--- src/rtl/bped_pkg.sv ---
// ----------------------------------------------------------------------------
// bped_pkg: shared definitions of the button press event detector
// Holds the result codes, the register indexes, the debounce time and the
// types passed between the top level and the state tracker.
// ----------------------------------------------------------------------------
`default_nettype none

package bped_pkg;

    // Default width of the time stamps and time differences.
    localparam int TIME_BITS_DEF = 32;

    // Fixed widths of the item fields.
    localparam int NOW_W   = 32;
    localparam int CODE_W  = 4;
    localparam int LIMIT_W = 16;

    // Packed stream widths, rounded up to whole bytes.
    localparam int S_TDATA_W = ((1 + NOW_W + 7) / 8) * 8;
    localparam int M_TDATA_W = ((CODE_W + 7) / 8) * 8;
    localparam int CFG_IDX_W = 8;
    localparam int CFG_DATA_W = LIMIT_W;

    // A press is only taken more than this many ms after the last released poll.
    localparam int unsigned DEBOUNCE_MS = 50;

    // Reported codes of the event states.
    localparam logic [CODE_W-1:0] CODE_CLICK    = 4'd2;
    localparam logic [CODE_W-1:0] CODE_LONG     = 4'd3;
    localparam logic [CODE_W-1:0] CODE_DOUBLE   = 4'd5;
    localparam logic [CODE_W-1:0] CODE_RELEASED = 4'd7;

    // Reported code for a poll whose pin read failed.
    localparam logic [CODE_W-1:0] CODE_ERROR = 4'd8;

    // Configuration register indexes.
    localparam logic [CFG_IDX_W-1:0] REG_ACTIVE_LEVEL = 8'd0;
    localparam logic [CFG_IDX_W-1:0] REG_CLICK_TIME   = 8'd1;
    localparam logic [CFG_IDX_W-1:0] REG_LONG_TIME    = 8'd2;
    localparam logic [CFG_IDX_W-1:0] REG_DOUBLE_WIN   = 8'd3;

    // Register reset values.
    localparam logic [LIMIT_W-1:0] CLICK_TIME_RST = 16'd50;
    localparam logic [LIMIT_W-1:0] LONG_TIME_RST  = 16'd1000;
    localparam logic [LIMIT_W-1:0] DOUBLE_WIN_RST = 16'd300;

    // Configuration seen by the state tracker.
    typedef struct packed {
        logic               active_level;
        logic [LIMIT_W-1:0] click_time_ms;
        logic [LIMIT_W-1:0] long_time_ms;
        logic [LIMIT_W-1:0] double_window_ms;
    } bped_cfg_t;

    // One poll as held in the input register.
    typedef struct packed {
        logic             pin_level;
        logic [NOW_W-1:0] now_ms;
        logic             read_fault;
    } bped_poll_t;

    // Result of one poll.
    typedef struct packed {
        logic [CODE_W-1:0] button_state;
        logic              event_fired;
    } bped_result_t;

endpackage

`default_nettype wire

--- src/rtl/bped_tracker.sv ---
// ----------------------------------------------------------------------------
// bped_tracker: button state and time stamp tracking
// Holds the prior state and the press, release and click stamps, and works
// out the result of one poll in a single combinational pass.
// ----------------------------------------------------------------------------
`default_nettype none

module bped_tracker
    import bped_pkg::*;
#(
    parameter int TIME_BITS = TIME_BITS_DEF
) (
    input  wire logic         aclk,
    input  wire logic         aresetn,
    input  wire logic         step_en,   // commit the poll below
    input  var  bped_poll_t   poll,
    input  var  bped_cfg_t    cfg,
    output bped_result_t      result
);

    typedef enum logic [2:0] {
        ST_IDLE        = 3'd0,
        ST_HELD        = 3'd1,
        ST_CLICK       = 3'd2,
        ST_LONG        = 3'd3,
        ST_LONG_HELD   = 3'd4,
        ST_DOUBLE      = 3'd5,
        ST_DOUBLE_HELD = 3'd6,
        ST_RELEASED    = 3'd7
    } state_t;

    state_t               state_reg, state_next;
    logic [TIME_BITS-1:0] press_reg, press_next;
    logic [TIME_BITS-1:0] release_reg, release_next;
    logic [TIME_BITS-1:0] click_reg, click_next;
    logic                 fire;

    logic [TIME_BITS-1:0] now_t;
    logic [TIME_BITS-1:0] since_press, since_release, since_click;
    logic [TIME_BITS-1:0] debounce_t;
    logic [TIME_BITS-1:0] click_lim, long_lim, double_lim;
    logic                 pressed;

    // Wrapping time differences against the stored stamps.
    assign now_t         = TIME_BITS'(poll.now_ms);
    assign since_press   = now_t - press_reg;
    assign since_release = now_t - release_reg;
    assign since_click   = now_t - click_reg;
    assign debounce_t    = TIME_BITS'(DEBOUNCE_MS);
    assign click_lim     = TIME_BITS'(cfg.click_time_ms);
    assign long_lim      = TIME_BITS'(cfg.long_time_ms);
    assign double_lim    = TIME_BITS'(cfg.double_window_ms);
    assign pressed       = (poll.pin_level == cfg.active_level);

    // Next state and stamps for a poll without read fault.
    always_comb begin
        state_next   = state_reg;
        press_next   = press_reg;
        release_next = release_reg;
        click_next   = click_reg;
        fire         = 1'b0;
        if (state_reg == ST_RELEASED) begin
            state_next = ST_IDLE;
        end else if (state_reg == ST_CLICK) begin
            state_next = ST_HELD;
        end
        if (pressed) begin
            press_next = now_t;
            unique case (state_reg)
                ST_IDLE: begin
                    if (since_release > debounce_t) begin
                        state_next = ST_HELD;
                    end
                end
                ST_HELD: begin
                    // Long press wins over a double press on the same poll.
                    if (since_release > long_lim) begin
                        state_next = ST_LONG;
                        fire       = 1'b1;
                    end else if (since_click < double_lim) begin
                        state_next = ST_DOUBLE;
                        fire       = 1'b1;
                    end
                end
                ST_LONG:   state_next = ST_LONG_HELD;
                ST_DOUBLE: state_next = ST_DOUBLE_HELD;
                default: ;
            endcase
        end else begin
            release_next = now_t;
            unique case (state_reg)
                ST_HELD: begin
                    if (since_press > click_lim) begin
                        state_next = ST_CLICK;
                        fire       = 1'b1;
                        press_next = now_t;
                    end else if (since_press > debounce_t) begin
                        click_next = now_t;
                    end
                end
                ST_CLICK, ST_LONG, ST_LONG_HELD: begin
                    state_next = ST_RELEASED;
                    fire       = 1'b1;
                end
                default: state_next = ST_IDLE;
            endcase
        end
    end

    // A faulted poll reports the error code and leaves everything as it is.
    always_comb begin
        if (poll.read_fault) begin
            result.button_state = CODE_ERROR;
            result.event_fired  = 1'b0;
        end else begin
            result.button_state = {1'b0, state_next};
            result.event_fired  = fire;
        end
    end

    // State and stamp registers.
    always_ff @(posedge aclk) begin
        if (!aresetn) begin
            state_reg   <= ST_IDLE;
            press_reg   <= '0;
            release_reg <= '0;
            click_reg   <= '0;
        end else if (step_en && !poll.read_fault) begin
            state_reg   <= state_next;
            press_reg   <= press_next;
            release_reg <= release_next;
            click_reg   <= click_next;
        end
    end

    // A faulted poll changes no state.
    assert property (@(posedge aclk) disable iff (!aresetn)
        step_en && poll.read_fault |=> $stable(state_reg) && $stable(press_reg)
            && $stable(release_reg) && $stable(click_reg))
    else $error("tracker state changed on a faulted poll");

    // Double held is only entered from double.
    assert property (@(posedge aclk) disable iff (!aresetn)
        $past(aresetn) && state_reg == ST_DOUBLE_HELD && !$stable(state_reg)
            |-> $past(state_reg) == ST_DOUBLE)
    else $error("double held entered from a wrong state");

    // Nothing moves without a committed poll.
    assert property (@(posedge aclk) disable iff (!aresetn)
        !step_en |=> $stable(state_reg) && $stable(click_reg))
    else $error("tracker state changed without a poll");

endmodule

`default_nettype wire

--- src/rtl/button_press_event_detector.sv ---
// ----------------------------------------------------------------------------
// button_press_event_detector: click, long and double press detection
// Turns a stream of button polls into button states and event flags.
// ----------------------------------------------------------------------------
// Usage:
//   Each item on the s_ channel is one poll of the button: the sampled pin
//   level and the millisecond time in s_tdata, a read-fault flag in s_tuser.
//   Each poll yields exactly one item on the m_ channel: the button state
//   code in m_tdata and the event flag in m_tuser.
//   The cfg_ channel writes the active level and the three time limits;
//   it is always ready and should be used only while no poll is in flight.
//   An accepted poll passes the input register, then the state update and
//   the result register, which load together. One poll is accepted in
//   every cycle while the receiver takes results, as the state update is a
//   single pass of subtract-compare logic over the stored time stamps.
//   When the receiver stalls, the result register holds its item and the
//   input register takes one more poll; s_tready then falls until the
//   result is taken.
//   Reset clears the valid flags of both registers, returns the button to
//   idle, zeros the stamps and loads the default register values.
// ----------------------------------------------------------------------------
`default_nettype none

module button_press_event_detector
    import bped_pkg::*;
#(
    parameter int TIME_BITS = TIME_BITS_DEF
) (
    input  wire logic                  aclk,
    input  wire logic                  aresetn,
    // Poll channel.
    input  wire logic                  s_tvalid,
    output logic                       s_tready,
    input  wire logic [S_TDATA_W-1:0]  s_tdata,   // [0] pin_level, [32:1] now_ms
    input  wire logic                  s_tuser,   // [0] read_fault
    // Result channel.
    output logic                       m_tvalid,
    input  wire logic                  m_tready,
    output logic [M_TDATA_W-1:0]       m_tdata,   // [3:0] button_state
    output logic                       m_tuser,   // [0] event_fired
    // Configuration write channel.
    input  wire logic                  cfg_valid,
    output logic                       cfg_ready,
    input  wire logic [CFG_IDX_W-1:0]  cfg_index,
    input  wire logic [CFG_DATA_W-1:0] cfg_data
);

    bped_cfg_t    cfg_reg;
    bped_poll_t   poll_reg;
    logic         in_vld_reg;
    bped_result_t res_reg;
    bped_result_t res_next;
    logic         out_vld_reg;
    logic         advance;

    // Configuration registers.
    assign cfg_ready = 1'b1;

    always_ff @(posedge aclk) begin
        if (!aresetn) begin
            cfg_reg.active_level     <= 1'b0;
            cfg_reg.click_time_ms    <= CLICK_TIME_RST;
            cfg_reg.long_time_ms     <= LONG_TIME_RST;
            cfg_reg.double_window_ms <= DOUBLE_WIN_RST;
        end else if (cfg_valid) begin
            unique case (cfg_index)
                REG_ACTIVE_LEVEL: cfg_reg.active_level     <= cfg_data[0];
                REG_CLICK_TIME:   cfg_reg.click_time_ms    <= cfg_data;
                REG_LONG_TIME:    cfg_reg.long_time_ms     <= cfg_data;
                REG_DOUBLE_WIN:   cfg_reg.double_window_ms <= cfg_data;
                default: ;
            endcase
        end
    end

    // The held poll moves on when the result register is free or draining.
    assign advance  = in_vld_reg && (!out_vld_reg || m_tready);
    assign s_tready = !in_vld_reg || advance;

    // Input register.
    always_ff @(posedge aclk) begin
        if (!aresetn) begin
            in_vld_reg <= 1'b0;
        end else if (s_tready) begin
            in_vld_reg <= s_tvalid;
        end
    end

    always_ff @(posedge aclk) begin
        if (s_tready && s_tvalid) begin
            poll_reg.pin_level  <= s_tdata[0];
            poll_reg.now_ms     <= s_tdata[NOW_W:1];
            poll_reg.read_fault <= s_tuser;
        end
    end

    // State tracking and next result.
    bped_tracker #(
        .TIME_BITS (TIME_BITS)
    ) u_tracker (
        .aclk    (aclk),
        .aresetn (aresetn),
        .step_en (advance),
        .poll    (poll_reg),
        .cfg     (cfg_reg),
        .result  (res_next)
    );

    // Result register.
    always_ff @(posedge aclk) begin
        if (!aresetn) begin
            out_vld_reg <= 1'b0;
        end else if (advance) begin
            out_vld_reg <= 1'b1;
        end else if (m_tready) begin
            out_vld_reg <= 1'b0;
        end
    end

    always_ff @(posedge aclk) begin
        if (advance) begin
            res_reg <= res_next;
        end
    end

    assign m_tvalid = out_vld_reg;
    assign m_tdata  = M_TDATA_W'(res_reg.button_state);
    assign m_tuser  = res_reg.event_fired;

    // An event is only flagged on click, long, double or released.
    assert property (@(posedge aclk) disable iff (!aresetn)
        m_tvalid && m_tuser |-> m_tdata[CODE_W-1:0] == CODE_CLICK
            || m_tdata[CODE_W-1:0] == CODE_LONG || m_tdata[CODE_W-1:0] == CODE_DOUBLE
            || m_tdata[CODE_W-1:0] == CODE_RELEASED)
    else $error("event flag on a state that is no event");

    // An error result never carries an event.
    assert property (@(posedge aclk) disable iff (!aresetn)
        m_tvalid && m_tdata[CODE_W-1:0] == CODE_ERROR |-> !m_tuser)
    else $error("event flag on an error result");

    // Both registers full and the receiver stalled: no new poll is taken.
    assert property (@(posedge aclk) disable iff (!aresetn)
        in_vld_reg && out_vld_reg && !m_tready |-> !s_tready)
    else $error("poll taken while both registers are full");

endmodule

`default_nettype wire
--- config.mk ---
export PLATFORM = sky130hd
export DESIGN_NAME = button_press_event_detector
export DESIGN_NICKNAME = d
export VERILOG_FILES = /design/src/rtl/bped_pkg.sv /design/src/rtl/bped_tracker.sv /design/src/rtl/button_press_event_detector.sv
export SDC_FILE = /design/constraint.sdc
export NUM_CORES = 1
export LEC_CHECK = 0
export ABC_AREA = 1
export BUFFER_PORTS_ARGS = -buffer_cell sky130_fd_sc_hd__buf_2
export CAP_MARGIN = 20
export CORE_UTILIZATION = 50
export DETAILED_ROUTE_END_ITERATION = 10
export GPL_TIMING_DRIVEN = 0
export PLACE_DENSITY_LB_ADDON = 0.08
export SYNTH_ARGS = -nofsm -noshare
export SYNTH_HDL_FRONTEND = slang
export SYNTH_SLANG_ARGS = --single-unit
--- constraint.sdc ---
create_clock -name aclk -period 4.1 [get_ports aclk]
set_input_delay 0.82 -clock aclk [delete_from_list [all_inputs] [get_ports aclk]]
set_output_delay 0.82 -clock aclk [all_outputs]
set_load 0.02 [all_outputs]
After elaboration in Yosys (flattened, before gate mapping). Index checks and enable logic that the tools add are counted.

Add/sub/neg operators: 3. $lt $le $gt $ge: 5. Eq/ne operators: 10. Muxes and demuxes: 21. Bitwise logic cells: 2. Reduce and logical (&&, ||, !) cells: 21.

Operators with widths (count): two-way mux 32 bit (3); subtractor 32 bit (3); greater-than comparator 32 x 16 -> 1 bit (2); greater-than comparator 32 x 6 -> 1 bit (second input constant) (2); less-than comparator 32 x 16 -> 1 bit (1); two-way mux 3 bit (7); equality test 8 x 2 -> 1 bit (second input constant) (2); case mux 3 bit (4 select lines) (1); AND reduction 2 bit (5); equality test 3 bit (second input constant) (3); equality test 8 x 1 -> 1 bit (second input constant) (1); zero test 8 bit (1); two-way mux 1 bit (7); equality test 3 x 2 -> 1 bit (second input constant) (2); case mux 3 bit (2 select lines) (1); nonzero test 2 bit (3); two-way mux 5 bit (1); AND reduction 5 bit (1); equality test 3 x 1 -> 1 bit (second input constant) (1); logical AND 1 bit (3); zero test 1 bit (3); zero test 3 bit (1); AND reduction 3 bit (1); OR reduction 3 bit (1); 4 further kinds (6).

Register bits: 189. Bits of input ports: 70. Output and inout port bits: 12. Logic and storage cells: 78.

Logic depth before layout (Yosys ltp).
Word-level depth: 8. Depth in mapped cells: 28. Gate-level depth less buffers: 28.

Hierarchy. Synthesis repeated with hierarchy kept, for this count alone.

Cell total of the unflattened synthesis: 2682. Area total of the unflattened synthesis: 16235.6 sq um.

Modules (own cells, without submodules): bped_tracker (instances 1, cells each 2337, area an instance 12889.9 sq um); button_press_event_detector (instances 1, cells each 345, area an instance 3345.7 sq um).

Least setup slack after synthesis. OpenSTA, ideal clock, no wires.

Path type: flip-flop to flip-flop. Start: reg poll_reg[2] (netlist name). End: reg res_reg, in the netlist m_tdata[2] (data pin). Library setup time: 0.146 ns. Arrival time: 3.123 ns. Setup slack: 0.831 ns. Cell stages (with the launch flop): 21. Cells stage by stage: edfxtp_1 inv_1 fa_1 o21ai_0 nand2_1 nand2_1 nand2_1 a21oi_1 xor2_1 ha_1 nand2_1 o21ai_0 nor2_1 nand2_1 nor2_1 nand2_1 nor2_1 nand3_1 o21ai_0 nand2_1 a21oi_1.

Cells in the longest elaborated chain, start to end: 6.

Ends and longest elaborated chain: start, declared (line button_press_event_detector.sv:49) `bped_poll_t poll_reg;`; subtractor 32 bit (line bped_tracker.sv:48) `assign since_click = now_t - click_reg;`; less-than comparator 32 x 16 -> 1 bit (line bped_tracker.sv:80) `end else if (since_click < double_lim) begin`; two-way mux 3 bit (line bped_tracker.sv:80); two-way mux 3 bit (line bped_tracker.sv:77) `if (since_release > long_lim) begin`; case mux 3 bit (4 select lines) (line bped_tracker.sv:69) `unique case (state_reg)`; two-way mux 3 bit * (line bped_tracker.sv:67) `if (pressed) begin`; end signal, assigned (line button_press_event_detector.sv:122) `res_reg <= res_next;`; end, declared (line button_press_event_detector.sv:51) `bped_result_t res_reg;`.

Mark *: on every way between the ends. The rest lies on a longest branch, timed or not. A chain may end at the register's enable or synchronous reset.

Worst setup path in the final report.
Start: reg poll_reg[5] (netlist name). End: reg u_tracker.state_reg[1].

Cells in the longest elaborated chain, start to end: 6.

Ends and longest elaborated chain: subtractor 32 bit (line bped_tracker.sv:48); less-than comparator 32 x 16 -> 1 bit (line bped_tracker.sv:80); two-way mux 3 bit (line bped_tracker.sv:80); two-way mux 3 bit (line bped_tracker.sv:77); case mux 3 bit (4 select lines) (line bped_tracker.sv:69); two-way mux 3 bit * (line bped_tracker.sv:67); end signal, assigned (line bped_tracker.sv:129) `state_reg <= state_next;`; end, declared (line bped_tracker.sv:32) `state_t state_reg, state_next;`.

Marks and branches as above.

==> results.ini <==
[drt]
antenna_left = 0
totalWireLength_um = 44160
drt-wirelength-per-cell_um = 15.76
drcViolationCount = 0
routed-via-count = 14520
drt-initial-drc-count = 938
detailedRoute.firstPassIterationCount = 6
drt-vias-per-instance = 5.184

[global_routing]
use_met1_pct = 37.10
overflow = 0
grt_pass1_wl_um = 69570
grtUsageTotal_pct = 29.46
grt-busiest-layer = met2
grt_util_met2_pct = 49.75
largest_net_degree_at_the_start_of_global_routing = 35
number_of_global_route_vias_before_repair = 13790
grt_use_met3_pct = 4.846
initial_antenna_violation_count = 0

[layout]
stdcell_area_um2 = 16430
final_layout_size_suffix_gt1_share_pct = 7.902
final.fill_count = 2880
total_nets_final = 2616
insertedDiodeCount = 0
synthToLayoutAreaGrowth_pct = 12.01
largest_register_ffs = 49

[power]
leakage_nw = 7.904
share_clk_of_total_power_pct = 34.0
cell_internal_pwr_mw = 3.262
power.density_cell_area_nw_per_um2 = 301.8
comb_power_share_pct = 25.7
max-vdd-ir-drop_uv = 297.6
seqPwrFrac_pct = 40.3
fraction_of_power_spent_switching_nets_pct = 34.23
power.net_switching_mw = 1.698

[yosys]
synth.most_common_cell = sky130_fd_sc_hd__nand2_1
yosysWarnings = 0
yosys.area.top_type = sky130_fd_sc_hd__dfxtp_1
synthesis.area_per_instance_um2 = 6.393
cell_types_occupying_the_most_area_after_synthesis = sky130_fd_sc_hd__dfxtp_1 (20%), sky130_fd_sc_hd__nand2_1 (15%), sky130_fd_sc_hd__ha_1 (12%), sky130_fd_sc_hd__inv_1 (9.4%), sky130_fd_sc_hd__nor2_1 (8.6%)
async_flop_share_pct = 0
synth.lib_cells_used.distinct = 45
instance_count_of_the_mapped_netlist = 2295
ys_seq_elements = 189
synth_cell_area_um2 = 14670
synth_enable_flop_cells = 39
synthFlopType = sky130_fd_sc_hd__dfxtp_1
synthDominantCellAreaShare_pct = 20.47
synth.cells.most_frequent = sky130_fd_sc_hd__nand2_1 (590), sky130_fd_sc_hd__inv_1 (366), sky130_fd_sc_hd__nor2_1 (335)
synth_seq_area_share_pct = 28.45

[setup_path]
critical_path.top_delay_family = simple AND/OR/NAND/NOR gates
path_buf_inv = 1
cp_slowest_stage_delay_ns = 0.58
regToRegEndpoint = u_tracker.state_reg[1]$_SDFFE_PN0P_
path_cells = ha_1 > a21oi_1 > o21a_1 > nand2_2 > nand3_1 > nand2_1 > xor2_1 > ha_1 > nand2_1 > nor2_1 > a211oi_2 > o2111ai_1 > nand2_2 > nand4_1 > nand2_1 > nand2_1 > nand2_2 > nand3_1 > nand2_1 > inv_1
critical_path_class = register to register
worst_r2r_path_cells = 20
cp-end-kind = register
r2r-start = poll_reg[5]$_DFFE_PP_
crit_path_start_kind = register
r2r_slack_ns = 0.18
crit_top_cell = sky130_fd_sc_hd__nand2_1
cp_num_cells = 20
worstPathRequired_ns = 4.47
cp_data_arrival_time_ns = 4.28
largest_fanout_of_any_net_on_the_critical_path = 6
cpMaxStageDelayCell = sky130_fd_sc_hd__edfxtp_1

[min_path]
min_delay_worst_endpoint = cfg_reg[1]$_SDFFE_PN0P_
hold_class = register to register
worst_hold_path.num_cells = 2
hold_start = cfg_reg[1]$_SDFFE_PN0P_

[timing]
finalSetupViolations = 0
clock.fmax_ghz = 0.2553
fin_worst_hold_slack_ns = 0.4757
number_of_max_slew_violations_in_the_final_report = 0
max_slew.worst_pin.slew_ns = 0.9140
fin_tns_setup_ns = 0
timing.max_slew.rel_slack_pct = 38.84
clock_skew_ns = 0.02032
share_of_the_clock_period_used_by_the_worst_path_pct = 95.52
final.min_clock_period_ns = 3.916
report.final.hold_viol_count = 0

[floorplanning]
die_x_um = 173.3
design.portCount = 82
floorplan.rows = 62
initial_core_util_pct = 50.98
die-height_um = 173.3
overall_die_area_um2 = 30030
core_ar_um2 = 28780

[clock_tree]
clk-insertion-delay-late_ns = 0.47
htree_levels = 4
ctsRootBufferMaster = sky130_fd_sc_hd__clkbuf_16
tritoncts = done
cts.clk_slew.worst_paths_ns = 0.08
max-clock-path-buffers = 2
clock_sinks = 189
post_cts_hold_buffer_count = 0
cts_inserted_buffers = 17

[placement]
place_hpwl_um = 35670
post_dp_cell_area_um2 = 15510
port_buffers = 69
replace_congestion = 0.9788

[job]
drv_cap = 0

[status]
result_of_the_run = finished clean

## layout make-up
class	instances	area [µm²]	area share [%]
multi-input combinational	1685	9005	54.79
sequential	189	4174	25.40
inverter	372	1396	8.496
timing repair buffer	86	500.5	3.045
tap	384	480.5	2.923
clock buffer	19	475.5	2.893
buffer	53	292.8	1.782
clock inverter	13	110.1	0.6700
## how the worst max path moves through the flow
| stage | endpoint | startpoint | slack (ns) |
|---|---|---|---|
| finish | u_tracker.state_reg[1]$_SDFFE_PN0P_ | poll_reg[5]$_DFFE_PP_ | 0.18 |
| global route | u_tracker.press_reg[7]$_SDFFE_PN0P_ | poll_reg[1]$_DFFE_PP_ | -0.0007 |
| CTS | u_tracker.click_reg[6]$_SDFFE_PN0P_ | poll_reg[1]$_DFFE_PP_ | 0.01 |
| detailed placement | m_tdata[2]$_SDFFCE_PP0P_ | poll_reg[2]$_DFFE_PP_ | -0.61 |
| global placement | m_tdata[2]$_SDFFCE_PP0P_ | poll_reg[2]$_DFFE_PP_ | -0.60 |
| floorplan | m_tdata[2]$_SDFFCE_PP0P_ | poll_reg[2]$_DFFE_PP_ | 0.83 |
## kinds of logic (layout without fill, tap and decap cells)
group	Yosys count	in the layout	synth area share [%]
adder cells (fa/ha/maj)	142	142	12.26
other	2	5	0.05118
flip-flops	189	189	28.45
buffers and inverters	425	543	11.33
XOR/XNOR	56	56	3.343
AND/OR/NAND/NOR	1136	1137	31.82
AO/OA/AOI/OAI	345	345	12.74
## worst register-to-register path, stage by stage (launching register included)
cell and delay (ns):
sky130_fd_sc_hd__edfxtp_1 0.58, sky130_fd_sc_hd__ha_1 0.43, sky130_fd_sc_hd__a21oi_1 0.22, sky130_fd_sc_hd__o21a_1 0.18, sky130_fd_sc_hd__nand2_2 0.10, sky130_fd_sc_hd__nand3_1 0.08, sky130_fd_sc_hd__nand2_1 0.10, sky130_fd_sc_hd__xor2_1 0.31
sky130_fd_sc_hd__ha_1 0.32, sky130_fd_sc_hd__nand2_1 0.11, sky130_fd_sc_hd__nor2_1 0.06, sky130_fd_sc_hd__a211oi_2 0.16, sky130_fd_sc_hd__o2111ai_1 0.14, sky130_fd_sc_hd__nand2_2 0.22, sky130_fd_sc_hd__nand4_1 0.27, sky130_fd_sc_hd__nand2_1 0.15
sky130_fd_sc_hd__nand2_1 0.07, sky130_fd_sc_hd__nand2_2 0.09, sky130_fd_sc_hd__nand3_1 0.11, sky130_fd_sc_hd__nand2_1 0.11, sky130_fd_sc_hd__inv_1 0.04
## stage by stage
stage,power [mW],util [%],setup WS [ns],instances
3_5_place_dp,3.248,53.89,-0.6130,2751
5_1_grt,5.213,57.10,-0.0007079,2801
6_report,4.960,57.10,0.1835,2801
3_3_place_gp,3.228,53.89,-0.5977,2751
4_1_cts,4.930,56.07,0.01317,2784
2_1_floorplan,2.896,-,0.8306,2298
## layer usage
metal,vias up,part of all wire (%)
li1,7545,-
met1,6538,46
met2,344,46
met3,94,4.6
met4,0,4.1
met5,-,0
## timing repair
| item | in CTS | in global routing |
|---|---|---|
| setup endpoints to repair | 67 | 71 |
| buffers inserted | 1 | 13 |
| cloned | 0 | 4 |
| gates resized for setup | 10 | 37 |
| endpoints found under the hold margin | 0 | 0 |
| pin swaps | 0 | 10 |
## power by group through the flow
| stage | Clock [mW] | Sequential, mW | Combinational, mW |
|---|---|---|---|
| after floorplan | 0 | 2.02 | 0.873 |
| after global placement | 0 | 2.05 | 1.18 |
| after detailed placement | 0 | 2.05 | 1.20 |
| after CTS | 1.71 | 2.01 | 1.21 |
| after global routing | 1.77 | 2.01 | 1.43 |
| final | 1.69 | 2.00 | 1.27 |
## cells in the final DEF, fill, tap and decap left out, types with 24 or more instances in the layout
master	count
sky130_fd_sc_hd__nand3_1	85
sky130_fd_sc_hd__dfxtp_1	150
sky130_fd_sc_hd__xor2_1	41
sky130_fd_sc_hd__clkbuf_1	33
sky130_fd_sc_hd__o21ai_1	34
sky130_fd_sc_hd__o21ai_0	74
sky130_fd_sc_hd__nor3_1	61
sky130_fd_sc_hd__nor2_1	332
sky130_fd_sc_hd__nand4_1	24
sky130_fd_sc_hd__nand2_1	584
sky130_fd_sc_hd__ha_1	139
sky130_fd_sc_hd__buf_2	74
sky130_fd_sc_hd__inv_1	364
sky130_fd_sc_hd__edfxtp_1	39
sky130_fd_sc_hd__a21oi_1	177
(Power assumes the default switching activity.)
